File: config.mk
export PLATFORM = sky130hd
export DESIGN_NAME = sba_seg_mem
export DESIGN_NICKNAME = d
export VERILOG_FILES = /design/src/design/sba_pkg.sv /design/src/design/sba_seg_mem.sv
export SDC_FILE = /design/constraint.sdc
export NUM_CORES = 2
export LEC_CHECK = 0
export ABC_AREA = 0
export BUFFER_PORTS_ARGS = -buffer_cell sky130_fd_sc_hd__buf_2
export CAP_MARGIN = 30
export CORE_MARGIN = 2
export CORE_UTILIZATION = 24
export DETAILED_ROUTE_END_ITERATION = 7
export PLACE_DENSITY = 0.44
export SLEW_MARGIN = 30
export SYNTH_ARGS = -nofsm -noshare
export SYNTH_HDL_FRONTEND = slang
export SYNTH_SLANG_ARGS = --single-unit
File: constraint.sdc
create_clock -name clk -period 8.8 [get_ports clk]
set_clock_uncertainty 0.2 [all_clocks]
set_input_delay 0.44 -clock clk [delete_from_list [all_inputs] [get_ports clk]]
set_output_delay 0.44 -clock clk [all_outputs]
set_load 0.01 [all_outputs]
File: src/design/sba_pkg.sv
// ----------------------------------------------------------------------------
// sba_pkg: shared types and constants for sinogram bin addressing
// Register indexes, status codes, segment table entry and build state.
// ----------------------------------------------------------------------------
package sba_pkg;

  localparam int RINGS        = 77;
  localparam int MAX_SEGMENTS = 64;
  localparam int SEG_AW       = $clog2(MAX_SEGMENTS);
  localparam int FIRST_W      = SEG_AW + 6;
  localparam int NUM_PLANES   = 2 * RINGS - 1;
  localparam int PI_Q16       = 205887;

  localparam logic [15:0] VIEW_RECIP = 16'((64'd1 << 32) / PI_Q16);

  typedef enum logic [2:0] {
    REG_NUM_VIEWS     = 3'd0,
    REG_NUM_RADIAL    = 3'd1,
    REG_SPAN          = 3'd2,
    REG_MAX_RING_DIFF = 3'd3,
    REG_SEGMENT_SCALE = 3'd4
  } reg_index_t;

  typedef enum logic [2:0] {
    STAT_OK      = 3'd0,
    STAT_RADIAL  = 3'd1,
    STAT_SEGMENT = 3'd2,
    STAT_BELOW   = 3'd3,
    STAT_ABOVE   = 3'd4
  } status_t;

  typedef enum logic {
    BUILD_RUN,
    BUILD_DONE
  } build_state_t;

  typedef struct packed {
    logic [10:0] num_views;
    logic [10:0] num_radial;
    logic [4:0]  span;
    logic [7:0]  max_ring_diff;
    logic [23:0] segment_scale;
  } cfg_t;

  typedef struct packed {
    logic        in_table;
    logic [7:0]  first;
    logic [7:0]  count;
    logic [11:0] offset;
  } seg_entry_t;

  typedef struct packed {
    logic              en;
    logic [SEG_AW-1:0] addr;
    seg_entry_t        data;
  } tbl_wr_t;

endpackage

File: src/design/sba_seg_mem.sv
// ----------------------------------------------------------------------------
// sba_seg_mem: segment table memory
// One write port from the table builder, one registered read port.
// ----------------------------------------------------------------------------
module sba_seg_mem
  import sba_pkg::*;
(
  input  logic              clk,
  input  tbl_wr_t           wr,
  input  logic              rd_en,
  input  logic [SEG_AW-1:0] rd_addr,
  output seg_entry_t        rd_data
);

  seg_entry_t mem [MAX_SEGMENTS];

  always_ff @(posedge clk) begin
    if (wr.en) begin
      mem[wr.addr] <= wr.data;
    end
    if (rd_en) begin
      rd_data <= mem[rd_addr];
    end
  end

endmodule

# After elaboration in Yosys (flattened, before gate mapping)
# Memories as Yosys holds them, arrays and structs flattened. A register that Yosys moved wholly into a read port is not among the register bits.
# Cells that the tools add are included.
word_totals:
  register_bits: 0
  word_cells: 3
  n_memories: 1
  mem_bits_rw: 1856
  in_bits: 44
mem_list:
  columns: ["memory", "words", "word_bits", "read_ports", "rd_clocked_by_memory_dff", "wr", "line", "rtl"]
  rows:
  - ["mem", 64, 29, 1, 1, 1, "sba_seg_mem.sv:15", "seg_entry_t mem [MAX_SEGMENTS];"]
op_classes:
  mux: 2
ops:
  columns: ["cell", "count"]
  rows:
  - ["two-way mux 1 bit", 2]

# Longest topological paths before layout
logic_depth:
  ltp_word: 2
  depth_mapped: 10
  depth_no_buf: 5

# Worst setup path after synthesis
# OpenSTA, ideal clock, no wires.
synth_timing:
  path_kind: "input port to flip-flop"
  from: "input wr[32] (netlist name)"
  to: "memory mem[48][0] (netlist name), enable pin"
  arrival_ps: 2943
  slack_ps: 5206
  stages: 4
  cell_sequence: "clkbuf_1 > nor2b_1 > nand4b_1 > nor3_1"
synth_lines:
  columns: ["element", "line", "rtl"]
  rows:
  - ["start: declaration", "sba_seg_mem.sv:9", "input tbl_wr_t wr,"]
  - ["end: declaration", "sba_seg_mem.sv:15", null]
# Straight into the memory's write port.

==> metrics.csv <==
metric;value;unit
Worst Path Required;9.27;ns
part of the power in combinational logic;0.050;
share of the synthesized area in the top cell type;0.776;
Starting Density;0.241;
fin crit share;0.442;
area of the multi-input gates;0.0155;mm2
number of global-route vias before repair;36000;
number of antenna violations at the first check in global routing;20;
input/output buffers;72;
GPL Wtd Cong;0.719;
Final #Nets;3659;
Worst EP arrival;4.36;ns
leakage power;26.3;nW
critical path type;in2reg;
DR iter-0 viols;3228;
Max-Cap Viols;0;
Core Area;0.303;mm2
Flop pwr share;0.533;
crit path cell chain;buf_8, buf_4, buf_12, mux4_2, nor2b_1, a211oi_1, nor3_2, o211a_1;
Slew @ Worst Pin;1.02;ns
DRT Pass-1 Iters;5;
hold crit path type;in2reg;
Sw Pwr;0.00409;W
DIE AREA;0.308;mm2
slew margin rel.;0.323;
layout cell share with drive strength beyond 1;0.238;
Final Hold Fails;0;
commonest non-fill, non-tap cell in the layout;edfxtp_1;
remaining global-route overflow;0;
CTS tree;built;
Fmax;257;MHz
mapped cell area;0.0729;mm2
Mapped Cells;3407;
WP depth;8;
die width;555;um
depth of the CTS H-tree;4;
slowest CP cell;buf_4;
Slew Limit Fails;0;
Worst VDD drop;0.000163;V
DR top layer;met5;
Tmin final;3.89;ns
synth warn;0;
Clock Latency Late Sink;0.87;ns
detailed placement HPWL;116000;um
Via Count;34800;
Avg Synthesized Cell Area;21.4;um2
power density cells;222;mW/mm2
metal1 wirelength;94700;um
Die Ht;555;um
RSZ-0062 raised after global routing;false;
largest net degree at the start of global routing;111;
Remaining DRCs;0;
final WL;212000;um
GRT Total Usage;0.134;
antenna-violating nets left;0;
Setup-failing EPs final;0;
Routed met3 length;8850;um
outcome;finished clean;
setup_tns;0;ns
post-DR wirelength/cell;27.4;um
CP peak stage delay;0.73;ns
ranking of synthesized cells by area;edfxtp_1 (78%), mux4_2 (9.0%), mux2i_1 (5.1%);
clk root buf;clkbuf_16;
worst r2r src;mem[32][20];
fill cell count;29700;
most frequent cells in the layout;edfxtp_1 (1885), mux2i_1 (372), mux4_2 (291), clkbuf_16 (199), a22oi_1 (161);
row cnt;202;
asr flop ratio synth;0;
library cells used by synthesis;45;
synthesized flop and latch total;1885;
Net Count, Synth;3451;
Buf+Inv Stages, Crit Path;3;
synthesis-to-layout area growth;15.9;%
Worst-path clk slew;0.06;ns
CP Launch Type;input port;
CP endpoint;rd_data[20];
Avg Vias per Cell;4.50;
TritonCTS buffer count;197;
main flop type after synthesis;edfxtp_1;
Post-synth EDFFs;1885;
RR Endpoint;rd_data[20];
first-pass GRT wire length;294000;um
Setup crit start;rd_addr[2];
Seq/Total Area, Yosys;0.776;
Reg area;0.0566;mm2
clk buf depth;4;
Register-to-Register Setup Slack;6.19;ns
Synth area leader;edfxtp_1;
CP max FO;110;
# IOs;73;
total power draw;0.0188;W
R2R cell count;5;
Clk network pwr share;0.417;
Int Power;0.0147;W
CTS Sinks;1885;
WL met2;105000;um
Switching Fraction;0.218;
critical path's top delay family;buffers and inverters;
Worst Setup End Kind;flip-flop;
-- final cells by class --
type                    instances  share of cell area
flip-flops and latches       1885               0.670
clock buffers                 246              0.0610
diodes                          7            0.000207
multi-input cells            1325               0.184
well taps                    3978              0.0589
clock inverters                94             0.00847
repair buffers                206              0.0182
-- state kept, by name, indices dropped and copies added, names as in the netlist --
| signal | flops |
|---|---|
| mem | 1856 |
| rd_data | 29 |
-- Yosys cell counts, drive strengths merged, types with 2 or more instances --
cell type / number
edfxtp: 1885
mux2i: 372
mux4: 300
a22oi: 161
buf: 132
nor2: 76
clkbuf: 65
a21oi: 61
mux2: 51
o22ai: 39
nor2b: 32
nor3: 30
o21ai: 27
a211oi: 21
a31oi: 21
nand3: 20
o211ai: 20
o211a: 19
nand2: 15
a22o: 9
nand3b: 8
o41ai: 7
a311o: 6
o21bai: 6
nand2b: 5
or3b: 4
and2: 3
a221oi: 2
nand4: 2
or3: 2
-- per-layer routing --
metal / GRT usage / vias to the layer above
met5: 0 / -
met4: 0.0269 / 8
met3: 0.0190 / 239
met2: 0.229 / 793
met1: 0.182 / 19100
li1: - / 14700
-- metrics by stage --
step | worst slack (ns) | util | cells | instance area, um2 | hold WS [ns]
2_1_floorplan | 5.21 | - | 3407 | 72900 | 0.339
3_3_place_gp | 4.13 | 0.259 | 7386 | 78500 | 0.693
3_5_place_dp | 4.16 | 0.260 | 7386 | 78500 | 0.691
4_1_cts | 5.01 | 0.279 | 7732 | 84400 | 0.0337
5_1_grt | 4.91 | 0.279 | 7735 | 84500 | 0.0794
6_report | 4.91 | 0.279 | 7741 | 84500 | 0.0720
-- logic make-up (layout without fill, tap and decap cells) --
logic type      Yosys count  count (layout)  synth area share
mux                     723             723             0.152
compound gates          402             402            0.0387
simple gates            200             200            0.0148
flops                  1885            1885             0.776
other cells               0               7                 0
buf+inv                 197             546            0.0180
-- power groups by stage --
stage	registers (W)	clock network [W]	logic, W
2_1_floorplan	0.0102	0	0.000511
3_3_place_gp	0.0102	0	0.000953
3_5_place_dp	0.0102	0	0.000960
4_1_cts	0.0100	0.00804	0.000964
5_1_grt	0.00999	0.00834	0.00101
6_report	0.00999	0.00782	0.000942
-- worst min path at each step --
| stage | cells after the start | from | to |
|---|---|---|---|
| CTS | 2 | wr[10] | mem[20][10] |
| detailed placement | 1 | rd_data[16] | rd_data[16] |
| global route | 2 | wr[10] | mem[16][10] |
| floorplan | 0 | wr[0] | mem[0][0] |
| global placement | 1 | rd_data[16] | rd_data[16] |
| finish | 2 | wr[10] | mem[20][10] |
-- what timing repair did --
item                                   in CTS  in global routing
setup buffers                               0                  0
endpoints found under the hold margin     309                  0
hold buffers                                6                  0
resized for setup                           0                  0
Note: power is estimated with default switching activity, not from simulation.
