--- config.mk ---
export PLATFORM = sky130hd
export DESIGN_NAME = sba_datapath
export DESIGN_NICKNAME = d
export VERILOG_FILES = /design/src/design/sba_pkg.sv /design/src/design/sba_datapath.sv
export SDC_FILE = /design/constraint.sdc
export NUM_CORES = 2
export LEC_CHECK = 0
export ABC_AREA = 0
export BUFFER_PORTS_ARGS = -buffer_cell sky130_fd_sc_hd__buf_4
export CORE_MARGIN = 2
export CORE_UTILIZATION = 45
export CTS_CLUSTER_SIZE = 25
export DETAILED_ROUTE_END_ITERATION = 10
export PLACE_DENSITY = 0.69
export SETUP_SLACK_MARGIN = 0.4
export SYNTH_ARGS = -nofsm -noshare
export SYNTH_HDL_FRONTEND = slang
export SYNTH_SLANG_ARGS = --single-unit
export TNS_END_PERCENT = 50
--- constraint.sdc ---
create_clock -name clk -period 16 [get_ports clk]
set_input_delay 3.2 -clock clk [delete_from_list [all_inputs] [get_ports clk]]
set_output_delay 3.2 -clock clk [all_outputs]
set_load 0.05 [all_outputs]
--- src/design/sba_pkg.sv ---
// ----------------------------------------------------------------------------
// sba_pkg: shared types and constants for sinogram bin addressing
// Register indexes, status codes, segment table entry and build state.
// ----------------------------------------------------------------------------
package sba_pkg;

  localparam int RINGS        = 77;
  localparam int MAX_SEGMENTS = 64;
  localparam int SEG_AW       = $clog2(MAX_SEGMENTS);
  localparam int FIRST_W      = SEG_AW + 6;
  localparam int NUM_PLANES   = 2 * RINGS - 1;
  localparam int PI_Q16       = 205887;

  localparam logic [15:0] VIEW_RECIP = 16'((64'd1 << 32) / PI_Q16);

  typedef enum logic [2:0] {
    REG_NUM_VIEWS     = 3'd0,
    REG_NUM_RADIAL    = 3'd1,
    REG_SPAN          = 3'd2,
    REG_MAX_RING_DIFF = 3'd3,
    REG_SEGMENT_SCALE = 3'd4
  } reg_index_t;

  typedef enum logic [2:0] {
    STAT_OK      = 3'd0,
    STAT_RADIAL  = 3'd1,
    STAT_SEGMENT = 3'd2,
    STAT_BELOW   = 3'd3,
    STAT_ABOVE   = 3'd4
  } status_t;

  typedef enum logic {
    BUILD_RUN,
    BUILD_DONE
  } build_state_t;

  typedef struct packed {
    logic [10:0] num_views;
    logic [10:0] num_radial;
    logic [4:0]  span;
    logic [7:0]  max_ring_diff;
    logic [23:0] segment_scale;
  } cfg_t;

  typedef struct packed {
    logic        in_table;
    logic [7:0]  first;
    logic [7:0]  count;
    logic [11:0] offset;
  } seg_entry_t;

  typedef struct packed {
    logic              en;
    logic [SEG_AW-1:0] addr;
    seg_entry_t        data;
  } tbl_wr_t;

endpackage

--- src/design/sba_datapath.sv ---
// ----------------------------------------------------------------------------
// sba_datapath: quantization, table lookup and address pipeline
// Seven register stages with per-stage hold; the table is read in stage two.
// ----------------------------------------------------------------------------
module sba_datapath
  import sba_pkg::*;
(
  input  logic                clk,
  input  logic                rst,
  input  cfg_t                cfg,
  input  logic                hold_in,
  input  logic                in_valid,
  output logic                in_stall,
  input  logic signed [23:0]  radius,
  input  logic [17:0]         angle,
  input  logic signed [23:0]  axial_pos,
  input  logic signed [19:0]  tilt,
  output logic                rd_en,
  output logic [SEG_AW-1:0]   rd_addr,
  input  seg_entry_t          rd_data,
  output logic                out_valid,
  input  logic                out_stall,
  output status_t             status,
  output logic [31:0]         address,
  output logic [9:0]          radial_bin,
  output logic [9:0]          view_index,
  output logic [11:0]         plane_index,
  output logic signed [6:0]   segment_number
);

  logic [7:1] v;
  logic [7:1] en;
  logic       accept;
  logic [21:0] rv;

  // stage 1
  logic signed [23:0] s1_radius, s1_axial;
  logic [17:0]        s1_angle;
  logic signed [19:0] s1_tilt;
  // stage 2
  logic [28:0]        s2_pv;
  logic signed [44:0] s2_pt;
  logic signed [12:0] s2_bin;
  logic signed [11:0] s2_zpl;
  // stage 3
  logic [28:0]        s3_pv;
  logic [11:0]        s3_q0;
  logic signed [6:0]  s3_seg;
  logic               s3_oor;
  logic signed [12:0] s3_bin;
  logic signed [11:0] s3_zpl;
  // stage 4
  logic [28:0]        s4_pv;
  logic [29:0]        s4_qd;
  logic [11:0]        s4_q0;
  status_t            s4_status;
  logic [11:0]        s4_plane;
  logic signed [12:0] s4_bin;
  logic signed [6:0]  s4_seg;
  // stage 5
  logic [10:0]        s5_view;
  status_t            s5_status;
  logic [11:0]        s5_plane;
  logic signed [12:0] s5_bin;
  logic signed [6:0]  s5_seg;
  // stage 6
  logic [21:0]        s6_rview;
  logic [31:0]        s6_rvp;
  logic [10:0]        s6_view;
  status_t            s6_status;
  logic [11:0]        s6_plane;
  logic signed [12:0] s6_bin;
  logic signed [6:0]  s6_seg;

  // handshake
  always_comb begin
    en[7] = !v[7] || !out_stall;
    for (int k = 6; k >= 1; k--) begin
      en[k] = !v[k] || en[k+1];
    end
    in_stall  = hold_in || !en[1];
    accept    = in_valid && !in_stall;
    out_valid = v[7];
    rd_en     = en[3];
  end

  always_ff @(posedge clk) begin
    if (rst) begin
      v <= '0;
    end else begin
      if (en[1]) begin
        v[1] <= accept;
      end
      for (int k = 2; k <= 7; k++) begin
        if (en[k]) begin
          v[k] <= v[k-1];
        end
      end
    end
  end

  always_ff @(posedge clk) begin
    rv <= {11'b0, cfg.num_views} * {11'b0, cfg.num_radial};
  end

  // stage 1 logic
  logic [28:0]        pv;
  logic signed [44:0] pt;
  logic signed [24:0] r_sum, z_sum;
  logic signed [12:0] bin;

  always_comb begin
    pv    = {18'b0, cfg.num_views} * {11'b0, s1_angle};
    pt    = $signed({{25{s1_tilt[19]}}, s1_tilt}) * $signed({21'b0, cfg.segment_scale});
    r_sum = $signed({s1_radius[23], s1_radius}) + 25'sd4096;
    z_sum = $signed({s1_axial[23], s1_axial}) + 25'sd4096;
    bin   = $signed({3'b0, cfg.num_radial[10:1]}) + $signed({r_sum[24], r_sum[24:13]});
  end

  always_ff @(posedge clk) begin
    if (accept) begin
      s1_radius <= radius;
      s1_angle  <= angle;
      s1_axial  <= axial_pos;
      s1_tilt   <= tilt;
    end
    if (en[2]) begin
      s2_pv  <= pv;
      s2_pt  <= pt;
      s2_bin <= bin;
      s2_zpl <= z_sum[24:13];
    end
  end

  // stage 2 logic
  logic [44:0]        pq;
  logic signed [45:0] t_sum;
  logic signed [13:0] seg;
  logic               seg_neg;
  logic [13:0]        seg_mag;
  logic [14:0]        idx;
  logic signed [6:0]  seg_clamp;

  always_comb begin
    pq      = {16'b0, s2_pv} * {29'b0, VIEW_RECIP};
    t_sum   = $signed({s2_pt[44], s2_pt}) + 46'sh80000000;
    seg     = t_sum[45:32];
    seg_neg = seg[13];
    seg_mag = seg_neg ? 14'(-seg) : 14'(seg);
    idx     = {seg_mag, 1'b0} - {14'b0, seg_neg};
    rd_addr = idx[SEG_AW-1:0];
    if (seg > 14'sd63) begin
      seg_clamp = 7'sd63;
    end else if (seg < -14'sd63) begin
      seg_clamp = -7'sd63;
    end else begin
      seg_clamp = seg[6:0];
    end
  end

  always_ff @(posedge clk) begin
    if (en[3]) begin
      s3_pv  <= s2_pv;
      s3_q0  <= pq[43:32];
      s3_seg <= seg_clamp;
      s3_oor <= idx >= 15'(MAX_SEGMENTS);
      s3_bin <= s2_bin;
      s3_zpl <= s2_zpl;
    end
  end

  // stage 3 logic
  logic [29:0]        qd;
  logic signed [11:0] first_s, last_s;
  logic signed [13:0] plane_sum;
  logic [11:0]        plane_sat;
  status_t            stat;

  always_comb begin
    qd        = {18'b0, s3_q0} * 30'(PI_Q16);
    first_s   = $signed({4'b0, rd_data.first});
    last_s    = $signed({4'b0, rd_data.first}) + $signed({4'b0, rd_data.count}) - 12'sd1;
    plane_sum = $signed({{2{s3_zpl[11]}}, s3_zpl}) - $signed({6'b0, rd_data.first})
              + $signed({2'b0, rd_data.offset});
    plane_sat = (plane_sum > 14'sd4095) ? 12'd4095 : plane_sum[11:0];
    if (s3_bin < 13'sd1 || s3_bin >= $signed({2'b0, cfg.num_radial})) begin
      stat = STAT_RADIAL;
    end else if (s3_oor || !rd_data.in_table) begin
      stat = STAT_SEGMENT;
    end else if (s3_zpl < first_s) begin
      stat = STAT_BELOW;
    end else if (s3_zpl > last_s) begin
      stat = STAT_ABOVE;
    end else begin
      stat = STAT_OK;
    end
  end

  always_ff @(posedge clk) begin
    if (en[4]) begin
      s4_pv     <= s3_pv;
      s4_qd     <= qd;
      s4_q0     <= s3_q0;
      s4_status <= stat;
      s4_plane  <= (stat == STAT_OK) ? plane_sat : 12'd0;
      s4_bin    <= s3_bin;
      s4_seg    <= s3_seg;
    end
  end

  // stage 4 logic
  logic [29:0] rem;
  logic [11:0] q;
  logic [10:0] vmax;
  logic [10:0] view;

  always_comb begin
    rem  = {1'b0, s4_pv} - s4_qd;
    q    = s4_q0 + {11'b0, rem >= 30'(PI_Q16)};
    vmax = cfg.num_views - 11'd1;
    if (cfg.num_views == 11'd0) begin
      view = 11'd0;
    end else if (q > {1'b0, vmax}) begin
      view = vmax;
    end else begin
      view = q[10:0];
    end
  end

  always_ff @(posedge clk) begin
    if (en[5]) begin
      s5_view   <= view;
      s5_status <= s4_status;
      s5_plane  <= s4_plane;
      s5_bin    <= s4_bin;
      s5_seg    <= s4_seg;
    end
  end

  // stage 5 logic
  logic [21:0] rview;
  logic [33:0] rvp;

  always_comb begin
    rview = {11'b0, cfg.num_radial} * {11'b0, s5_view};
    rvp   = {12'b0, rv} * {22'b0, s5_plane};
  end

  always_ff @(posedge clk) begin
    if (en[6]) begin
      s6_rview  <= rview;
      s6_rvp    <= rvp[31:0];
      s6_view   <= s5_view;
      s6_status <= s5_status;
      s6_plane  <= s5_plane;
      s6_bin    <= s5_bin;
      s6_seg    <= s5_seg;
    end
  end

  // stage 6 logic
  logic [31:0] addr;
  logic [9:0]  bin_clamp;

  always_comb begin
    addr = {21'b0, s6_bin[10:0]} + {10'b0, s6_rview} + s6_rvp;
    if (s6_bin < 13'sd0) begin
      bin_clamp = 10'd0;
    end else if (s6_bin > 13'sd1023) begin
      bin_clamp = 10'd1023;
    end else begin
      bin_clamp = s6_bin[9:0];
    end
  end

  always_ff @(posedge clk) begin
    if (en[7]) begin
      status         <= s6_status;
      address        <= (s6_status == STAT_OK) ? addr : 32'd0;
      radial_bin     <= bin_clamp;
      view_index     <= (s6_view > 11'd1023) ? 10'd1023 : s6_view[9:0];
      plane_index    <= s6_plane;
      segment_number <= s6_seg;
    end
  end

endmodule

# Word level (Yosys, flattened, before mapping)
# Index checks and enable logic that the tools add are counted.
# classes
addsub	15
multipliers	7
div	0
magnitude_cmp	13
n_eq_ne	0
shifts	0
mux	9
bitwise	0
n_reduce_logical	26
# ops
cell	n
$add A24 B14 Y25 const B	2
$add A45 B33 Y46 const B	1
$mul A20 B25 Y45	1
$mul A11 B11 Y22	2
$mul A29 B13 Y42 const B	1
$add A23 B32 Y32	1
$mul A22 B12 Y32	1
$ge A30 B18 Y1 const B	1
$mul A12 B18 Y30 const B	1
$sub A29 B30 Y30	1
$mul A11 B18 Y29	1
$add A11 B22 Y23	1
$ge A15 B7 Y1 const B	1
$sub A15 B1 Y15	1
$add A13 B13 Y14	1
$gt A14 B13 Y1 const B	1
$gt A14 B7 Y1 const B	1
$lt A14 B7 Y1 const B	1
$mux W14	1
$neg A14 Y14	1
$add A11 B12 Y13	1
$ge A13 B12 Y1	1
$gt A13 B11 Y1 const B	1
$lt A13 B1 Y1 const B	1
other kinds (21)	44
# word_totals
ff_bits	614
latchBits	0
ram_bits	0
rom_bits	0
input_bits	179
output_inout_bits	83
wordCells	118
n_memories	0

# Depth between registers and ports, before layout
# depth
depth_word	12
mapped_depth	29
depth_no_buf	28

# Worst setup path after synthesis
# No wires, ideal clock.
# synth_path
kind	input port to flip-flop
from	input cfg[20] (netlist bit)
to	register s2_pt[44] (data pin)
arrival_ns	9.445
required_time_ns	15.740
setup_slack_ns	6.295
cell_stages	24
cell_sequence	clkbuf_1 > nand2_1 > fa_1 > inv_1 > fa_1 > inv_1 > fa_1 > inv_1 > fa_1 > fa_1 > fa_1 > ha_1 > ha_1 > a21o_1 > a21o_1 > a21o_1 > a2111oi_4 > o31ai_1 > and2_4 > a21o_1 > o311a_1 > o41a_1 > a21oi_2 > xnor2_1
# synth_via
elab_chain_cells	1
# synth_rtl
item	line	text
from (decl)	sba_datapath.sv:10	input cfg_t cfg,
$mul A20 B25 Y45	sba_datapath.sv:114	pt = $signed({{25{s1_tilt[19]}}, s1_tilt}) * $signed({21'b0, cfg.segment_scale});
via pt[44]	sba_datapath.sv:108	logic signed [44:0] pt;
to (signal assigned)	sba_datapath.sv:129	s2_pt <= pt;
to (decl)	sba_datapath.sv:42	logic signed [44:0] s2_pt;
# The timed path passes the listed nets, and every way through them passes these cells.
# A chain may end at the register's enable or synchronous reset.

# Worst setup path in the final report
# layout_path
from	input cfg[9] (netlist bit)
to	register s2_pt[44] (data pin)
# Same word-level chain as after synthesis.

==> summary.md <==
The flow ran to the end, and the final reports show no timing, DRC or antenna violations. The largest area contributor in the netlist is sky130_fd_sc_hd__fa_1. The clock drives 558 sinks. Entering global routing, the biggest net connects 77 pins. The maximum clock skew at final layout came out at 63.15 ps.

The die is 400.8 um tall. Setup slack on the worst reg-to-reg path comes out at 7760 ps. Data on the critical path is required at its endpoint by 16,390 ps.

The tightest min-delay check is of the flop to flop type. Headroom to the max-slew limit came out at 16.26%. Once detail routing completed, the nets flagged for antenna violations numbered 0. Synthesis handed over a netlist of 6,947 instances. The maximum clock path buffer count is 3, and the final-report hold violation count is 0. The floorplan step defined a die boundary enclosing 160,700 sq um.

After clock tree synthesis, the repair step resized 0 gates. The tools report the nature of the critical path endpoint as a flop. The tools report the first-pass GRT wire length as 272.7 mm.

Dividing the synthesized area by the synthesized cell count gives 10.20 sq um. After clock tree synthesis, the clock-pin slew on the worst setup and hold paths is 60 ps. The number of CTS-inserted buffers is 69.

The number of violations of the max-capacitance limit was 0. In the routed layout, each cell is associated on average with a via count of 5.210. For the worst-skew pair, the clock arrives at the later sink with an insertion delay of 700 ps.

The number of antenna violations at the first check in global routing came out at 14. Subtracting the final worst setup slack from the clock period gives 9860 ps. The achievable frequency was 101.4 MHz. Count of hold buffers inserted by post-cts repair: 0. The region available for standard cell placement spans 156,200 sq um.

The count of pins over their slew limit is 0, and the average wire length per cell after detail routing is 18.32 um. TritonCTS built the clock tree. For the pin with the worst max-slew slack, the measured transition is 1256 ps. After synthesis, flip-flops and latches occupy 23.24% of the total area. The routed wire length is 167.5 mm. In this run, the number of DRC markers left after iteration 0 of detailed routing was 3,006.

In the post-synthesis netlist, the biggest area contributors are sky130_fd_sc_hd__fa_1 (32%), sky130_fd_sc_hd__edfxtp_1 (22%), sky130_fd_sc_hd__ha_1 (14%). From left edge to right edge, the die measures 400.8 um. The H-tree was split into 3 levels.

By startpoint and endpoint, the worst setup path is classified as input port to flop. For the total congestion overflow after global routing, the log shows 0. The number of iterations in the first detailed-routing pass was 5; the number of top-level pins was 262. The tools report the core occupancy in the finished layout as 49.21%.

The logs give 0.8860 for the routability congestion estimate from global placement and 74,440 sq um for the placement-stage cell area. The worst reg2reg path startpoint was s1_tilt[4]. The number of nets handed over by synthesis was 9,057. Of all nets on the critical path, the largest fanout is 20. Setup TNS: 0 ps. Root buffer cell: sky130_fd_sc_hd__clkbuf_16.

In the synthesized netlist the async set-or-reset flop fraction comes to 0%. The end of the critical path was s2_pt[44]. The number of flops mapped to enable cells by yosys was 529.

In the routed design, unresolved DRC markers number 0. For the worst setup path, the data arrival time is 10,250 ps. The floorplan has 145 rows. Dominant synthesized flop cell: sky130_fd_sc_hd__edfxtp_1. Detailed placement finished with a half-perimeter wire length of 131.2 mm. The warning count from the yosys run is 0. Global routing used 21.43% of the available tracks across all layers. The endpoint identified for the worst register-to-register timing path is s2_pt[44].

The netlist uses 71 different library cells. The initial standard-cell utilization of the core was 45.36%; the number of flip-flops and latches in the synthesized netlist was 558. STA classifies the critical path startpoint as an input port. The finished cells cover 76,880 sq um.

The post-synthesis instance area was 70,860 sq um. The fraction of final layout cells sized beyond drive strength 1 came out at 5.760%. The routed layout has 47,636 vias. The number of input and output port buffers inserted is 224. Of the post-synthesis cell area, the dominant cell type holds 31.70%. The beginning of the critical path is cfg[9]. The number of global-route vias before repair came out at 51,031. The run gives 9,138 as the final net count. Once the clock tree was built, the setup fixing pass inserted 0 buffers. Setup repair after global routing left no endpoint under its margin. Measured in cells, the most critical reg-to-reg path has a length of 26. The post-route fraction of the period consumed by the critical path is 61.63%.

The tools report the setup violation total in the final timing report as 0. Layout overhead on the synthesized area: 8.492%.
[cell usage in the layout, fill, tap and decap left out, types with 14 or more instances in the layout]
cell type and instances:
sky130_fd_sc_hd__a21oi_1 200, sky130_fd_sc_hd__and2_1 518, sky130_fd_sc_hd__a21o_1 86, sky130_fd_sc_hd__dfxtp_1 29
sky130_fd_sc_hd__nand2_1 763, sky130_fd_sc_hd__nor3_1 45, sky130_fd_sc_hd__and3_1 38, sky130_fd_sc_hd__edfxtp_1 529
sky130_fd_sc_hd__xnor2_1 169, sky130_fd_sc_hd__buf_4 244, sky130_fd_sc_hd__clkbuf_16 72, sky130_fd_sc_hd__ha_1 809
sky130_fd_sc_hd__or2_2 28, sky130_fd_sc_hd__nand2b_1 49, sky130_fd_sc_hd__a211oi_1 20, sky130_fd_sc_hd__nand3_1 66
sky130_fd_sc_hd__o21ai_0 129, sky130_fd_sc_hd__o21a_1 53, sky130_fd_sc_hd__fa_1 1122, sky130_fd_sc_hd__nand4_1 23
sky130_fd_sc_hd__o21bai_1 25, sky130_fd_sc_hd__inv_1 1471, sky130_fd_sc_hd__xor2_1 79, sky130_fd_sc_hd__nor2b_1 36
sky130_fd_sc_hd__nor2_1 232, sky130_fd_sc_hd__or3_1 17, sky130_fd_sc_hd__a31oi_1 14
[layout make-up]
class | instances | area (sq um)
fill | 14017 | 79330
antenna | 2 | 5.005
clock buffer | 82 | 1859
clock inverter | 44 | 570.5
multi-input combinational | 4680 | 48030
inverter | 1475 | 5542
tap | 2058 | 2575
sequential | 558 | 16470
timing repair buffer | 244 | 1832
[cell families (layout without fill, tap and decap cells)]
family | Yosys count | after routing | synth area share (%)
AOI/OAI and AO/OA | 637 | 637 | 5.802
xor gates and xnor gates | 248 | 248 | 3.065
adders and majority gates | 1931 | 1931 | 45.98
buffers and inverters | 1709 | 1845 | 9.057
DFF | 558 | 558 | 23.24
muxes | 12 | 12 | 0.1748
other | 0 | 2 | 0
and+or+nand+nor | 1852 | 1852 | 12.68
[metrics by stage]
step	hold WS (ps)	std cells	worst slack, ps
after floorplan	400.3	6947	6295
after global placement	400.6	9015	5612
after detailed placement	404.5	9015	5486
after CTS	357.6	9141	6195
after global routing	388.0	9141	5879
final	368.4	9143	6140
[cells in the mapped netlist, types with 23 or more instances]
library cell	number
sky130_fd_sc_hd__nand2b_1	49
sky130_fd_sc_hd__nand4_1	23
sky130_fd_sc_hd__nand2_1	766
sky130_fd_sc_hd__nor2_1	232
sky130_fd_sc_hd__nor2b_1	37
sky130_fd_sc_hd__dfxtp_1	29
sky130_fd_sc_hd__inv_1	1473
sky130_fd_sc_hd__a21o_1	86
sky130_fd_sc_hd__or2_2	28
sky130_fd_sc_hd__xnor2_1	169
sky130_fd_sc_hd__a21oi_1	200
sky130_fd_sc_hd__fa_1	1122
sky130_fd_sc_hd__and3_1	38
sky130_fd_sc_hd__edfxtp_1	529
sky130_fd_sc_hd__o21bai_1	25
sky130_fd_sc_hd__nor3_1	45
sky130_fd_sc_hd__ha_1	809
sky130_fd_sc_hd__xor2_1	79
sky130_fd_sc_hd__clkbuf_1	230
sky130_fd_sc_hd__o21a_1	53
sky130_fd_sc_hd__nand3_1	67
sky130_fd_sc_hd__o21ai_0	129
sky130_fd_sc_hd__and2_1	518
[worst min-delay path by stage]
stage / start / endpoint / slack [ps] / depth (start not counted)
floorplan: s6_plane[0] / plane_index[0] / 400 / 0
global placement: s3_pv[19] / s4_pv[19] / 400 / 0
detailed placement: s6_plane[2] / plane_index[2] / 400 / 0
CTS: s3_pv[13] / s4_pv[13] / 360 / 0
global route: s3_pv[13] / s4_pv[13] / 390 / 0
finish: s3_pv[13] / s4_pv[13] / 370 / 0
[metal layers]
| metal | track usage, % | part of all wire [%] | vias up |
|---|---|---|---|
| met5 | 0 | 0.075 | - |
| met4 | 6.448 | 3.0 | 20 |
| met3 | 5.902 | 9.0 | 305 |
| met2 | 34.44 | 46 | 1580 |
| met1 | 28.27 | 42 | 23839 |
| li1 | - | - | 21892 |
[worst max-delay path, stage by stage]
cell	delay, ps
sky130_fd_sc_hd__buf_4	310
sky130_fd_sc_hd__and2_1	210
sky130_fd_sc_hd__fa_1	440
sky130_fd_sc_hd__fa_1	540
sky130_fd_sc_hd__inv_1	60
sky130_fd_sc_hd__fa_1	470
sky130_fd_sc_hd__inv_1	50
sky130_fd_sc_hd__fa_1	500
sky130_fd_sc_hd__inv_1	60
sky130_fd_sc_hd__fa_1	520
sky130_fd_sc_hd__inv_1	50
sky130_fd_sc_hd__fa_1	470
sky130_fd_sc_hd__inv_1	40
sky130_fd_sc_hd__fa_1	470
sky130_fd_sc_hd__inv_1	40
sky130_fd_sc_hd__ha_1	310
sky130_fd_sc_hd__a21o_1	170
sky130_fd_sc_hd__a21o_1	170
sky130_fd_sc_hd__a21o_1	180
sky130_fd_sc_hd__a21oi_1	380
sky130_fd_sc_hd__nand2b_1	160
sky130_fd_sc_hd__nand3_1	170
sky130_fd_sc_hd__a21o_1	250
sky130_fd_sc_hd__o311a_1	390
sky130_fd_sc_hd__o41a_1	380
sky130_fd_sc_hd__a21oi_2	180
sky130_fd_sc_hd__xnor2_1	80
[state kept, by name, indices dropped and copies added, names as in the netlist, 13 cells and up]
register,cells
s3_bin,13
s6_bin,13
s6_rvp,32
s4_bin,13
s6_rview,22
s2_pt,14
s4_qd,30
s2_pv,29
s4_pv,29
address,32
s5_bin,13
rv,22
s1_angle,18
s3_pv,29
s1_tilt,20
s2_bin,13
Power is not shown: default switching activity piles up to over one toggle a cycle in this logic, so the estimate is an artifact.
