--- config.mk ---
export PLATFORM = sky130hd
export DESIGN_NAME = sba_table_build
export DESIGN_NICKNAME = d
export VERILOG_FILES = /design/src/design/sba_pkg.sv /design/src/design/sba_table_build.sv
export SDC_FILE = /design/constraint.sdc
export NUM_CORES = 1
export LEC_CHECK = 0
export ABC_AREA = 0
export BUFFER_PORTS_ARGS = -buffer_cell sky130_fd_sc_hd__buf_2
export CORE_MARGIN = 1
export CORE_UTILIZATION = 43
export DETAILED_ROUTE_END_ITERATION = 8
export PLACE_DENSITY = 0.72
export SLEW_MARGIN = 20
export SYNTH_ARGS = -nofsm -noshare
export SYNTH_HDL_FRONTEND = slang
export SYNTH_SLANG_ARGS = --single-unit
--- constraint.sdc ---
create_clock -name clk -period 7.55 [get_ports clk]
set_input_delay 0 -clock clk [delete_from_list [all_inputs] [get_ports clk]]
set_output_delay 0 -clock clk [all_outputs]
set_load 0.01 [all_outputs]
--- src/design/sba_pkg.sv ---
// ----------------------------------------------------------------------------
// sba_pkg: shared types and constants for sinogram bin addressing
// Register indexes, status codes, segment table entry and build state.
// ----------------------------------------------------------------------------
package sba_pkg;

  localparam int RINGS        = 77;
  localparam int MAX_SEGMENTS = 64;
  localparam int SEG_AW       = $clog2(MAX_SEGMENTS);
  localparam int FIRST_W      = SEG_AW + 6;
  localparam int NUM_PLANES   = 2 * RINGS - 1;
  localparam int PI_Q16       = 205887;

  localparam logic [15:0] VIEW_RECIP = 16'((64'd1 << 32) / PI_Q16);

  typedef enum logic [2:0] {
    REG_NUM_VIEWS     = 3'd0,
    REG_NUM_RADIAL    = 3'd1,
    REG_SPAN          = 3'd2,
    REG_MAX_RING_DIFF = 3'd3,
    REG_SEGMENT_SCALE = 3'd4
  } reg_index_t;

  typedef enum logic [2:0] {
    STAT_OK      = 3'd0,
    STAT_RADIAL  = 3'd1,
    STAT_SEGMENT = 3'd2,
    STAT_BELOW   = 3'd3,
    STAT_ABOVE   = 3'd4
  } status_t;

  typedef enum logic {
    BUILD_RUN,
    BUILD_DONE
  } build_state_t;

  typedef struct packed {
    logic [10:0] num_views;
    logic [10:0] num_radial;
    logic [4:0]  span;
    logic [7:0]  max_ring_diff;
    logic [23:0] segment_scale;
  } cfg_t;

  typedef struct packed {
    logic        in_table;
    logic [7:0]  first;
    logic [7:0]  count;
    logic [11:0] offset;
  } seg_entry_t;

  typedef struct packed {
    logic              en;
    logic [SEG_AW-1:0] addr;
    seg_entry_t        data;
  } tbl_wr_t;

endpackage

--- src/design/sba_table_build.sv ---
// ----------------------------------------------------------------------------
// sba_table_build: segment table sweep
// Writes one segment entry per cycle from span, ring difference and ring count.
// ----------------------------------------------------------------------------
module sba_table_build
  import sba_pkg::*;
(
  input  logic    clk,
  input  logic    rst,
  input  cfg_t    cfg,
  input  logic    restart,
  output tbl_wr_t wr,
  output logic    busy
);

  build_state_t      state, state_next;
  logic [SEG_AW-1:0] entry;
  logic [11:0]       off;

  logic [4:0]         s_eff;
  logic [4:0]         half;
  logic [SEG_AW-1:0]  km1;
  logic [SEG_AW:0]    kup;
  logic [FIRST_W-1:0] first_full;
  logic [FIRST_W-1:0] k_span;
  logic [7:0]         first;
  logic [8:0]         two_first;
  logic [7:0]         count;
  logic [12:0]        off_sum;
  logic [11:0]        off_next;
  logic               in_table;

  always_comb begin
    s_eff      = (cfg.span == 5'd0) ? 5'd1 : cfg.span;
    half       = 5'(({1'b0, s_eff} + 6'd1) >> 1);
    km1        = (entry - SEG_AW'(1)) >> 1;
    kup        = ({1'b0, entry} + (SEG_AW + 1)'(1)) >> 1;
    first_full = FIRST_W'(half) + FIRST_W'(s_eff) * FIRST_W'(km1);
    if (entry == '0) begin
      first = 8'd0;
    end else if (first_full > FIRST_W'(255)) begin
      first = 8'd255;
    end else begin
      first = first_full[7:0];
    end
    two_first = {first, 1'b0};
    count     = (two_first >= 9'(NUM_PLANES)) ? 8'd0 : 8'(9'(NUM_PLANES) - two_first);
    k_span    = FIRST_W'(s_eff) * FIRST_W'(kup);
    in_table  = k_span <= FIRST_W'(cfg.max_ring_diff);
    off_sum   = {1'b0, off} + {5'b0, count};
    off_next  = (off_sum > 13'd4095) ? 12'd4095 : off_sum[11:0];
  end

  always_comb begin
    state_next = state;
    case (state)
      BUILD_RUN: begin
        if (!restart && entry == SEG_AW'(MAX_SEGMENTS - 1)) begin
          state_next = BUILD_DONE;
        end
      end
      BUILD_DONE: begin
        if (restart) begin
          state_next = BUILD_RUN;
        end
      end
      default: state_next = BUILD_RUN;
    endcase
  end

  always_comb begin
    busy             = (state == BUILD_RUN);
    wr.en            = busy;
    wr.addr          = entry;
    wr.data.in_table = in_table;
    wr.data.first    = first;
    wr.data.count    = count;
    wr.data.offset   = off;
  end

  always_ff @(posedge clk) begin
    if (rst) begin
      state <= BUILD_RUN;
      entry <= '0;
      off   <= '0;
    end else begin
      state <= state_next;
      if (restart) begin
        entry <= '0;
        off   <= '0;
      end else if (busy) begin
        entry <= entry + SEG_AW'(1);
        off   <= off_next;
      end
    end
  end

endmodule

* Yosys cells after proc, flatten, opt, wreduce, memory -nomap -nowiden
Index checks and enable logic that the tools add are counted.
Word-level totals: flip-flop bits (word level) 19, bits in latches 0, bits in writable memories 0, ROM bits 0, input bits 62, output and inout port bits 37, logic and storage cells 31, memories 0
Cells by class: add/sub/neg operators 7, multipliers 2, div/mod/pow operators 0, $lt $le $gt $ge 4, eq/ne operators 1, shift-type cells 0, multiplexer cells 8, bitwise gates (word level) 1, reduce and logical (&&, ||, !) cells 5
Operators by type and width (number):
- 2-to-1 mux 8 bit | 3
- adder 12 x 8 -> 13 bit | 1
- greater-than comparator 13 x 12 -> 1 bit (second input constant) | 1
- 2-to-1 mux 12 bit | 1
- adder 5 x 10 -> 11 bit | 1
- greater-than comparator 11 x 8 -> 1 bit (second input constant) | 1
- less-or-equal comparator 11 x 8 -> 1 bit | 1
- multiplier 5 x 6 -> 11 bit | 1
- multiplier 5 x 5 -> 10 bit | 1
- greater-or-equal comparator 9 x 8 -> 1 bit (second input constant) | 1
- subtractor 8 bit (first input constant) | 1
- adder 6 x 1 -> 7 bit (second input constant) | 1
- adder 5 x 1 -> 6 bit (second input constant) | 1
- adder 6 x 1 -> 6 bit (second input constant) | 1
- equality test 6 bit (second input constant) | 1
- zero test 6 bit | 1
- subtractor 6 x 1 -> 6 bit (second input constant) | 1
- zero test 5 bit | 1
- 2-to-1 mux 5 bit | 1
- 2-to-1 mux 1 bit | 2
- one-hot mux 1 bit (2 select lines) | 1
- OR reduction 2 bit | 1
- logical AND 1 bit | 1
- zero test 1 bit | 1
- inverter 1 bit | 1

* Longest topological paths before layout
Gate-level depths: netlist (run 1).
word-level depth 12, gate-level depth with buffers 31, mapped depth without buffers 31

* Worst setup path before layout (run 1)
Ideal clock, no wire load.
path type register to register, start point register entry[2], end point register off[2], setup time 156 ps, arrival 7342 ps, required time 7394 ps, setup slack 52 ps, cell stages (with the launch flop) 30, path buffers 1, period minus slack after synthesis 7498 ps, path through dfxtp_1 clkbuf_1 nor3_1 nand3_1 xnor2_1 o21ai_0 fa_1 fa_1 fa_1 inv_1 ha_1 a211o_1 o211a_1 and3_2 nor2_2 o21ai_0 ha_1 nand3b_1 o21a_1 o211ai_2 a21bo_4 nand2_1 ha_1 fa_1 a211oi_1 o21bai_1 nor4_1 a211oi_1 a31oi_1 a221oi_1
RTL lines:
- start, declared | RTL line sba_table_build.sv:17 | logic [SEG_AW-1:0] entry;
- start signal, assigned | RTL line sba_table_build.sv:92 | entry <= entry + SEG_AW'(1);
- end signal, assigned | RTL line sba_table_build.sv:93 | off <= off_next;
- end, declared | RTL line sba_table_build.sv:18 | logic [11:0] off;

* Worst setup path after layout (run 1)
start point register entry[2], end point register off[6]
On the way: longest elaborated chain between the ends 11, elaborated cells on any way between the ends 13, classes of those cells 4 x add/sub; 1 x mul; 3 x order compare; 4 x mux; 1 x reduce/logical
Ends and longest elaborated chain:
- subtractor 6 x 1 -> 6 bit | RTL line sba_table_build.sv:36 | km1 = (entry - SEG_AW'(1)) >> 1;
- multiplier 5 x 5 -> 10 bit | RTL line sba_table_build.sv:38 | first_full = FIRST_W'(half) + FIRST_W'(s_eff) * FIRST_W'(km1);
- adder 5 x 10 -> 11 bit | RTL line sba_table_build.sv:38
- greater-than comparator 11 x 8 -> 1 bit | RTL line sba_table_build.sv:41 | end else if (first_full > FIRST_W'(255)) begin
- 2-to-1 mux 8 bit | RTL line sba_table_build.sv:41
- 2-to-1 mux 8 bit * | RTL line sba_table_build.sv:39 | if (entry == '0) begin
- subtractor 8 bit or greater-or-equal comparator 9 x 8 -> 1 bit (tied branches) | RTL line sba_table_build.sv:47 | count = (two_first >= 9'(NUM_PLANES)) ? 8'd0 : 8'(9'(NUM_PLANES) - two_first);
- 2-to-1 mux 8 bit * | RTL line sba_table_build.sv:47
- adder 12 x 8 -> 13 bit * | RTL line sba_table_build.sv:50 | off_sum = {1'b0, off} + {5'b0, count};
- greater-than comparator 13 x 12 -> 1 bit | RTL line sba_table_build.sv:51 | off_next = (off_sum > 13'd4095) ? 12'd4095 : off_sum[11:0];
- 2-to-1 mux 12 bit * | RTL line sba_table_build.sv:51
Every way passes the cells marked *; elsewhere a longest branch is shown, timed or not. A chain may end at the register's enable or synchronous reset.

==> flow_metrics.tcl, run 1 <==
set metrics [dict create \
    run_status "finished, final reports clean" \
    regToRegSetupSlack_ns 0.36 \
    cts_hold_buf 0 \
    worst_path_largest_cell_delay_ns 0.54 \
    synthesis.yosys.warnings 0 \
    antenna_cells 0 \
    grt_remaining_overflow 0 \
    period_share_pct 95.2 \
    global_route_wire_length_before_repair_um 13900 \
    worst_skew_pair.late_latency_ns 0.27 \
    p_int_w 0.000439 \
    dr.max_layer_used "met4" \
    crit_required_ns 7.72 \
    slew_headroom_pct 51.2 \
    floorplan.core_area_um2 8220 \
    synth_area_um2 3670 \
    critPathArrivalTime_ns 7.36 \
    die_h_um 94.4 \
    power.share.clock_pct 8.8 \
    finalHoldViolCount 0 \
    sequential_cell_area_um2 380 \
    powerDensity_nw_per_um2 206 \
    buffer_type_at_the_clock_tree_root "sky130_fd_sc_hd__clkbuf_8" \
    start_kind "flip-flop" \
    number_of_flip_flops_and_latches_in_the_synthesized_netlist 19 \
    finish.net_count 658 \
    synth_top_family_by_area "adder cells" \
    timing.final.setup_violations 0 \
    compound_gate_portion_of_the_synthesized_area_pct 16.0 \
    cts.htree.levels 1 \
    firstDrtPassIters 4 \
    cts.path.max_buffers 2 \
    fin_area_um2 4200 \
    multiplexer_share_of_the_synthesized_area_pct 0.546 \
    multiInputGateArea_um2 3040 \
    cts_tree "done" \
    yosysSeqAreaShare_pct 10.4 \
    synth-edff-count 0 \
    ios 99 \
    wire_per_inst_um 13.0 \
    clk_sinks 19 \
    maxSlewViolCount 0 \
    routed_via_density 5.37 \
    pwr-share-seq_pct 13.2 \
    filler_cell_count 774 \
    worst_slew_pin_slew_ns 0.731 \
    synth_async_sr_flop_share_pct 0 \
    finalPower_w 0.000863 \
    hp-start "restart" \
    critical_path_class "flip-flop to flip-flop" \
    synth_commonest_cells "sky130_fd_sc_hd__ha_1 (60), sky130_fd_sc_hd__inv_1 (57), sky130_fd_sc_hd__nor2_1 (40)" \
    detail_route.iter0.violations 102 \
    fp-row-count 33 \
    whs_path_cells 3 \
    grt_max_degree 21 \
    synth-simple-area-share_pct 22.0 \
    peak_fanout_along_the_critical_path 8 \
    post-synth-top-area-cell "sky130_fd_sc_hd__ha_1" \
    synthXorXnorAreaFrac_pct 7.88 \
    yosysTopAreaCellShare_pct 20.5 \
    source_of_the_worst_register_to_register_timing_path "entry[2]" \
    net-switching-power_w 0.000424 \
    grt_util_all_layers_pct 19.1 \
    gpl_wtd_cong 0.903 \
    drc_errors 0 \
    dominant_synthesized_flop_cell "sky130_fd_sc_hd__dfxtp_1" \
    detailed_place_hpwl_um 6530 \
    tritoncts.num_buffers 3 \
    category_of_the_worst_setup_path_capture_point "flip-flop" \
    finalNonFillerCells 613 \
    yosys.cell_types.count 57 \
    post-place-cells 606 \
    clk_pin_slew_ns 0.08 \
    slowest_cell_on_crit_path "sky130_fd_sc_hd__fa_1" \
    worstHoldEndpoint "entry[4]" \
    place_worst_setup_slack_ns -0.00141 \
    dr_wl_met2_um 3880 \
    rr_endpoint "off[6]" \
    fmaxAchievable_mhz 139 \
    maxCapViolCount 0 \
    design.die.area_um2 8900 \
    min_path_type "input pin to flip-flop" \
    cell_area_placed_um2 4090 \
    finalCoreUtilization_pct 51.1 \
    grt_pass1_vias 3245 \
    antenna_left 0 \
    netlist_top_cells_area "sky130_fd_sc_hd__ha_1 (20%), sky130_fd_sc_hd__fa_1 (15%), sky130_fd_sc_hd__dfxtp_1 (10%)" \
    m1WireLength_um 3680 \
    fp.dieW_um 94.4 \
    fin_ws_ns 0.359 \
    finalWirelength_um 7980 \
    vias 3291 \
    io_buffer_count 52 \
    power.share.combinational_pct 78.1 \
    final_critical_period_ns 7.19 \
    syn_inst 452 \
    max-vdd-ir-drop_mv 0.161 \
    synthAdderAreaFrac_pct 35.2 \
    mappedNetlistNets 601 \
    initial_core_util_pct 44.6 \
    worst_r2r_path_depth 31 \
    met3_wirelength_um 325 \
    finalClockSkew_ns 0.00421 \
    antenna_found_initial 0 \
    power.share.switching_pct 49.2 \
    syn-mean-instance-area_um2 8.11 \
    synth_most_common_cell "sky130_fd_sc_hd__ha_1" \
    leakagePower_nw 2.09 \
    drive_above_1_share_pct 18.1 \
    synthToLayoutAreaGrowth_pct 14.5 \
]
==> area by class of cell <==
| class | instances | area share, % |
|---|---|---|
| Clock buffer | 3 | 0.983 |
| Clock inverter | 1 | 0.179 |
| Inverter | 57 | 5.10 |
| Sequential cell | 19 | 9.06 |
| Timing Repair Buffer | 69 | 9.24 |
| Tap cell | 105 | 3.13 |
| Multi-Input combinational cell | 359 | 72.3 |
==> placed cells by master (no fill, tap or decap), types with 5 or more instances in the layout <==
cell	count
sky130_fd_sc_hd__o21ai_0	19
sky130_fd_sc_hd__nand2_1	26
sky130_fd_sc_hd__nor3_1	12
sky130_fd_sc_hd__a221oi_1	8
sky130_fd_sc_hd__nand3_1	10
sky130_fd_sc_hd__xor2_1	12
sky130_fd_sc_hd__nor2_1	40
sky130_fd_sc_hd__a21oi_1	20
sky130_fd_sc_hd__xnor2_1	19
sky130_fd_sc_hd__inv_1	57
sky130_fd_sc_hd__a211oi_1	5
sky130_fd_sc_hd__fa_1	27
sky130_fd_sc_hd__ha_1	60
sky130_fd_sc_hd__buf_2	52
sky130_fd_sc_hd__dfxtp_1	19
sky130_fd_sc_hd__buf_4	17
sky130_fd_sc_hd__nor2b_1	14
sky130_fd_sc_hd__and2_1	18
==> per-stage QoR <==
stage,hold slack (ns),TNS (ns)
CTS,0.266,0
detailed placement,0.437,-0.00141
finish,0.248,0
global placement,0.434,0
global route,0.306,-0.0548
floorplan,0.311,0
==> power groups by stage <==
| stage | Combinational [W] | Sequential [W] | Clock [W] |
|---|---|---|---|
| 2_1_floorplan | 0.000499 | 0.000119 | 0 |
| 3_3_place_gp | 0.000641 | 0.000116 | 0 |
| 3_5_place_dp | 0.000656 | 0.000116 | 0 |
| 4_1_cts | 0.000662 | 0.000114 | 0.0000764 |
| 5_1_grt | 0.000757 | 0.000115 | 0.0000816 |
| 6_report | 0.000674 | 0.000114 | 0.0000757 |
==> routing by layer <==
layer / vias to the layer above / global-route usage, %
li1: 1646 / -
met1: 1567 / 24.6
met2: 67 / 34.3
met3: 11 / 1.69
met4: 0 / 4.36
met5: - / 0
==> how the worst max path moves through the flow <==
stage	startpoint	end	slack, ns	cells past startpoint
floorplan	entry[2]	off[2]	0.05	29
global placement	entry[2]	off[3]	0.16	29
detailed placement	entry[2]	off[6]	-0.001	29
CTS	entry[0]	off[6]	0.04	31
global route	entry[2]	off[7]	-0.02	29
finish	entry[2]	off[6]	0.36	31
==> worst max-delay path: cells and delay by family, from the launching register on <==
kind	cells	cell delay [ns]
adders and majority gates	6	2.46
AOI/OAI and AO/OA	12	2.36
and+or+nand+nor	7	1.13
buffers and inverters	5	0.61
DFF	1	0.33
xor gates and xnor gates	1	0.20
==> repair_timing <==
item	4_1_cts	5_1_grt
gates resized for setup	1	7
buffers inserted	0	3
endpoints found under the setup margin	8	12
pin swaps	0	2
==> state kept, by name, summed over array words and instances (netlist names) <==
name and flops:
state 1, entry 6, off 12
==> cells by family after synthesis <==
| logic type | Yosys count |
|---|---|
| flops | 19 |
| simple gates | 153 |
| compound gates | 84 |
| xor+xnor | 33 |
| fa+ha+maj | 87 |
| buf+inv | 74 |
| mux | 2 |
(Power assumes the default switching activity.)
==> run 2: changes to the inputs <==
--- a/config.mk
+++ b/config.mk
@@ -10,7 +10,7 @@
 export CORE_MARGIN = 1
 export CORE_UTILIZATION = 43
 export DETAILED_ROUTE_END_ITERATION = 8
-export PLACE_DENSITY = 0.72
+export PLACE_DENSITY = 0.7
 export SLEW_MARGIN = 20
 export SYNTH_ARGS = -nofsm -noshare
 export SYNTH_HDL_FRONTEND = slang
==> run 2 against run 1 <==
Total power rose by 0.97%. Clock power fell by 0.8%. Routed wire length fell by 0.65%. Via count fell by 1.1%. Sequential power barely moved. Critical path type unchanged. Worst hold slack improved by 0.011 ns. Largest cell class unchanged.
==> flow_metrics.tcl, run 2 (same netlist as run 1, synthesis figures left out) <==
set metrics [dict create \
    cts.path.max_buffers 2 \
    crit_required_ns 7.66 \
    regToRegSetupSlack_ns 0.42 \
    start_kind "flip-flop" \
    firstDrtPassIters 7 \
    fp-row-count 33 \
    top_regs "off x12, entry x6, state x1" \
    tritoncts.num_buffers 3 \
    antenna_cells 0 \
    final_critical_period_ns 7.13 \
    critical_path_class "flip-flop to flip-flop" \
    antenna_found_initial 0 \
    routed_via_density 5.32 \
    io_buffer_count 52 \
    finish.net_count 657 \
    wire_per_inst_um 12.9 \
    finalWirelength_um 7920 \
    detailed_place_hpwl_um 6420 \
    detail_route.iter0.violations 160 \
    finalHoldViolCount 0 \
    category_of_the_worst_setup_path_capture_point "flip-flop" \
    design.die.area_um2 8900 \
    maxCapViolCount 0 \
    floorplan.core_area_um2 8220 \
    worst_slew_pin_slew_ns 0.709 \
    layout_common_cells "sky130_fd_sc_hd__ha_1 (58), sky130_fd_sc_hd__inv_1 (57), sky130_fd_sc_hd__buf_2 (52)" \
    clk_pin_slew_ns 0.08 \
    max_ffs_per_register 12 \
    synthToLayoutAreaGrowth_pct 15.3 \
    ios 99 \
    die_h_um 94.4 \
    worst_path_largest_cell_delay_ns 0.55 \
    gpl_wtd_cong 0.865 \
    fmaxAchievable_mhz 140 \
    fin_ws_ns 0.416 \
    fp.dieW_um 94.4 \
    period_share_pct 94.5 \
    buffer_type_at_the_clock_tree_root "sky130_fd_sc_hd__clkbuf_8" \
    antenna_left 0 \
    drive_above_1_share_pct 19.7 \
    min_path_type "input pin to flip-flop" \
    fin_tns_setup_ns 0 \
    largest_reg_by_ff_count "off" \
    drc_errors 0 \
    powerDensity_nw_per_um2 206 \
    grt_remaining_overflow 0 \
    cell_area_placed_um2 4070 \
    leakagePower_nw 2.09 \
    finalPower_w 0.000872 \
    cts.htree.levels 1 \
    fin_area_um2 4230 \
    timing.final.setup_violations 0 \
    hp-start "rst" \
    rr_endpoint "off[1]" \
    clk_sinks 19 \
    initial_core_util_pct 44.6 \
    peak_fanout_along_the_critical_path 8 \
    worst_r2r_path_depth 31 \
    critPathArrivalTime_ns 7.24 \
    grt_util_all_layers_pct 18.9 \
    grt_max_degree 21 \
    maxSlewViolCount 0 \
    slew_headroom_pct 52.7 \
    cts_hold_buf 0 \
    worst_skew_pair.late_latency_ns 0.26 \
    final_common_cell "sky130_fd_sc_hd__ha_1" \
    cts_tree "done" \
    worstHoldEndpoint "off[9]" \
    hold_ws_ns 0.258 \
    run_status "finished, final reports clean" \
    slowest_cell_on_crit_path "sky130_fd_sc_hd__fa_1" \
    global_route_wire_length_before_repair_um 13800 \
    whs_path_cells 3 \
    grt_pass1_vias 3221 \
    source_of_the_worst_register_to_register_timing_path "entry[1]" \
    vias 3256 \
    place_worst_setup_slack_ns 0.00142 \
    finalClockSkew_ns 0.00248 \
    max-vdd-ir-drop_mv 0.147 \
]
==> run 2: changes by cell type in the layout (fill, tap and decap cells not counted), moves of 2 or more <==
cell                       before  now
sky130_fd_sc_hd__a211oi_1       5    3
sky130_fd_sc_hd__a211oi_2       0    2
sky130_fd_sc_hd__ha_1          60   58
sky130_fd_sc_hd__ha_2           0    2
sky130_fd_sc_hd__xor2_1        12   10
sky130_fd_sc_hd__xor2_2         1    3
==> run 2: timing repair <==
item	4_1_cts	5_1_grt
resized for setup	2	15
pin swaps	0	7
endpoints found under the hold margin	0	0
setup endpoints to repair	8	12
buffers inserted	0	4
==> run 2: power breakdown <==
part            total, W  switching, W  internal (W)
Sequential      0.000114    0.00000623      0.000108
Clock          0.0000751     0.0000378     0.0000373
Combinational   0.000683      0.000379      0.000303
==> run 2: per-stage QoR <==
| stage | cells | utilization [%] |
|---|---|---|
| finish | 612 | 51.5 |
| global route | 612 | 51.5 |
| CTS | 608 | 50.3 |
| detailed placement | 604 | 49.5 |
| global placement | 604 | 49.5 |
| floorplan | 452 | - |
==> run 2: worst max-delay path by stage <==
stage,start,end,slack (ns),cells after the start
after global routing,entry[1],off[4],-0.02,31
after detailed placement,entry[1],off[4],0.001,31
after CTS,entry[1],off[4],0.07,31
after floorplan,entry[2],off[2],0.05,29
after global placement,entry[1],off[1],0.13,31
final,entry[1],off[1],0.42,31
==> run 2: worst max-delay path, delay by kind of cell, from the launching register on <==
| kind | cells | cell delay (ns) |
|---|---|---|
| AO/OA/AOI/OAI | 11 | 1.77 |
| XOR/XNOR | 1 | 0.24 |
| adder cells (fa/ha/maj) | 8 | 2.75 |
| buffers and inverters | 4 | 0.38 |
| flip-flops | 1 | 0.35 |
| AND/OR/NAND/NOR | 7 | 1.48 |
==> run 2: layout make-up <==
cell class | count | area, um^2
Clock inverter | 1 | 7.51
Inverter | 57 | 214
Tap cell | 105 | 131
Multi-Input combinational cell | 359 | 3070
Timing Repair Buffer | 68 | 380
Fill cell | 768 | 3990
Clock buffer | 3 | 41.3
Sequential cell | 19 | 382
==> run 2: routing by layer <==
| metal | GRT usage, % | part of all wire [%] | vias up |
|---|---|---|---|
| li1 | - | - | 1638 |
| met1 | 24.5 | 45 | 1536 |
| met2 | 33.9 | 50 | 73 |
| met3 | 1.37 | 3.9 | 9 |
| met4 | 4.87 | 0.93 | 0 |
| met5 | 0 | 0 | - |
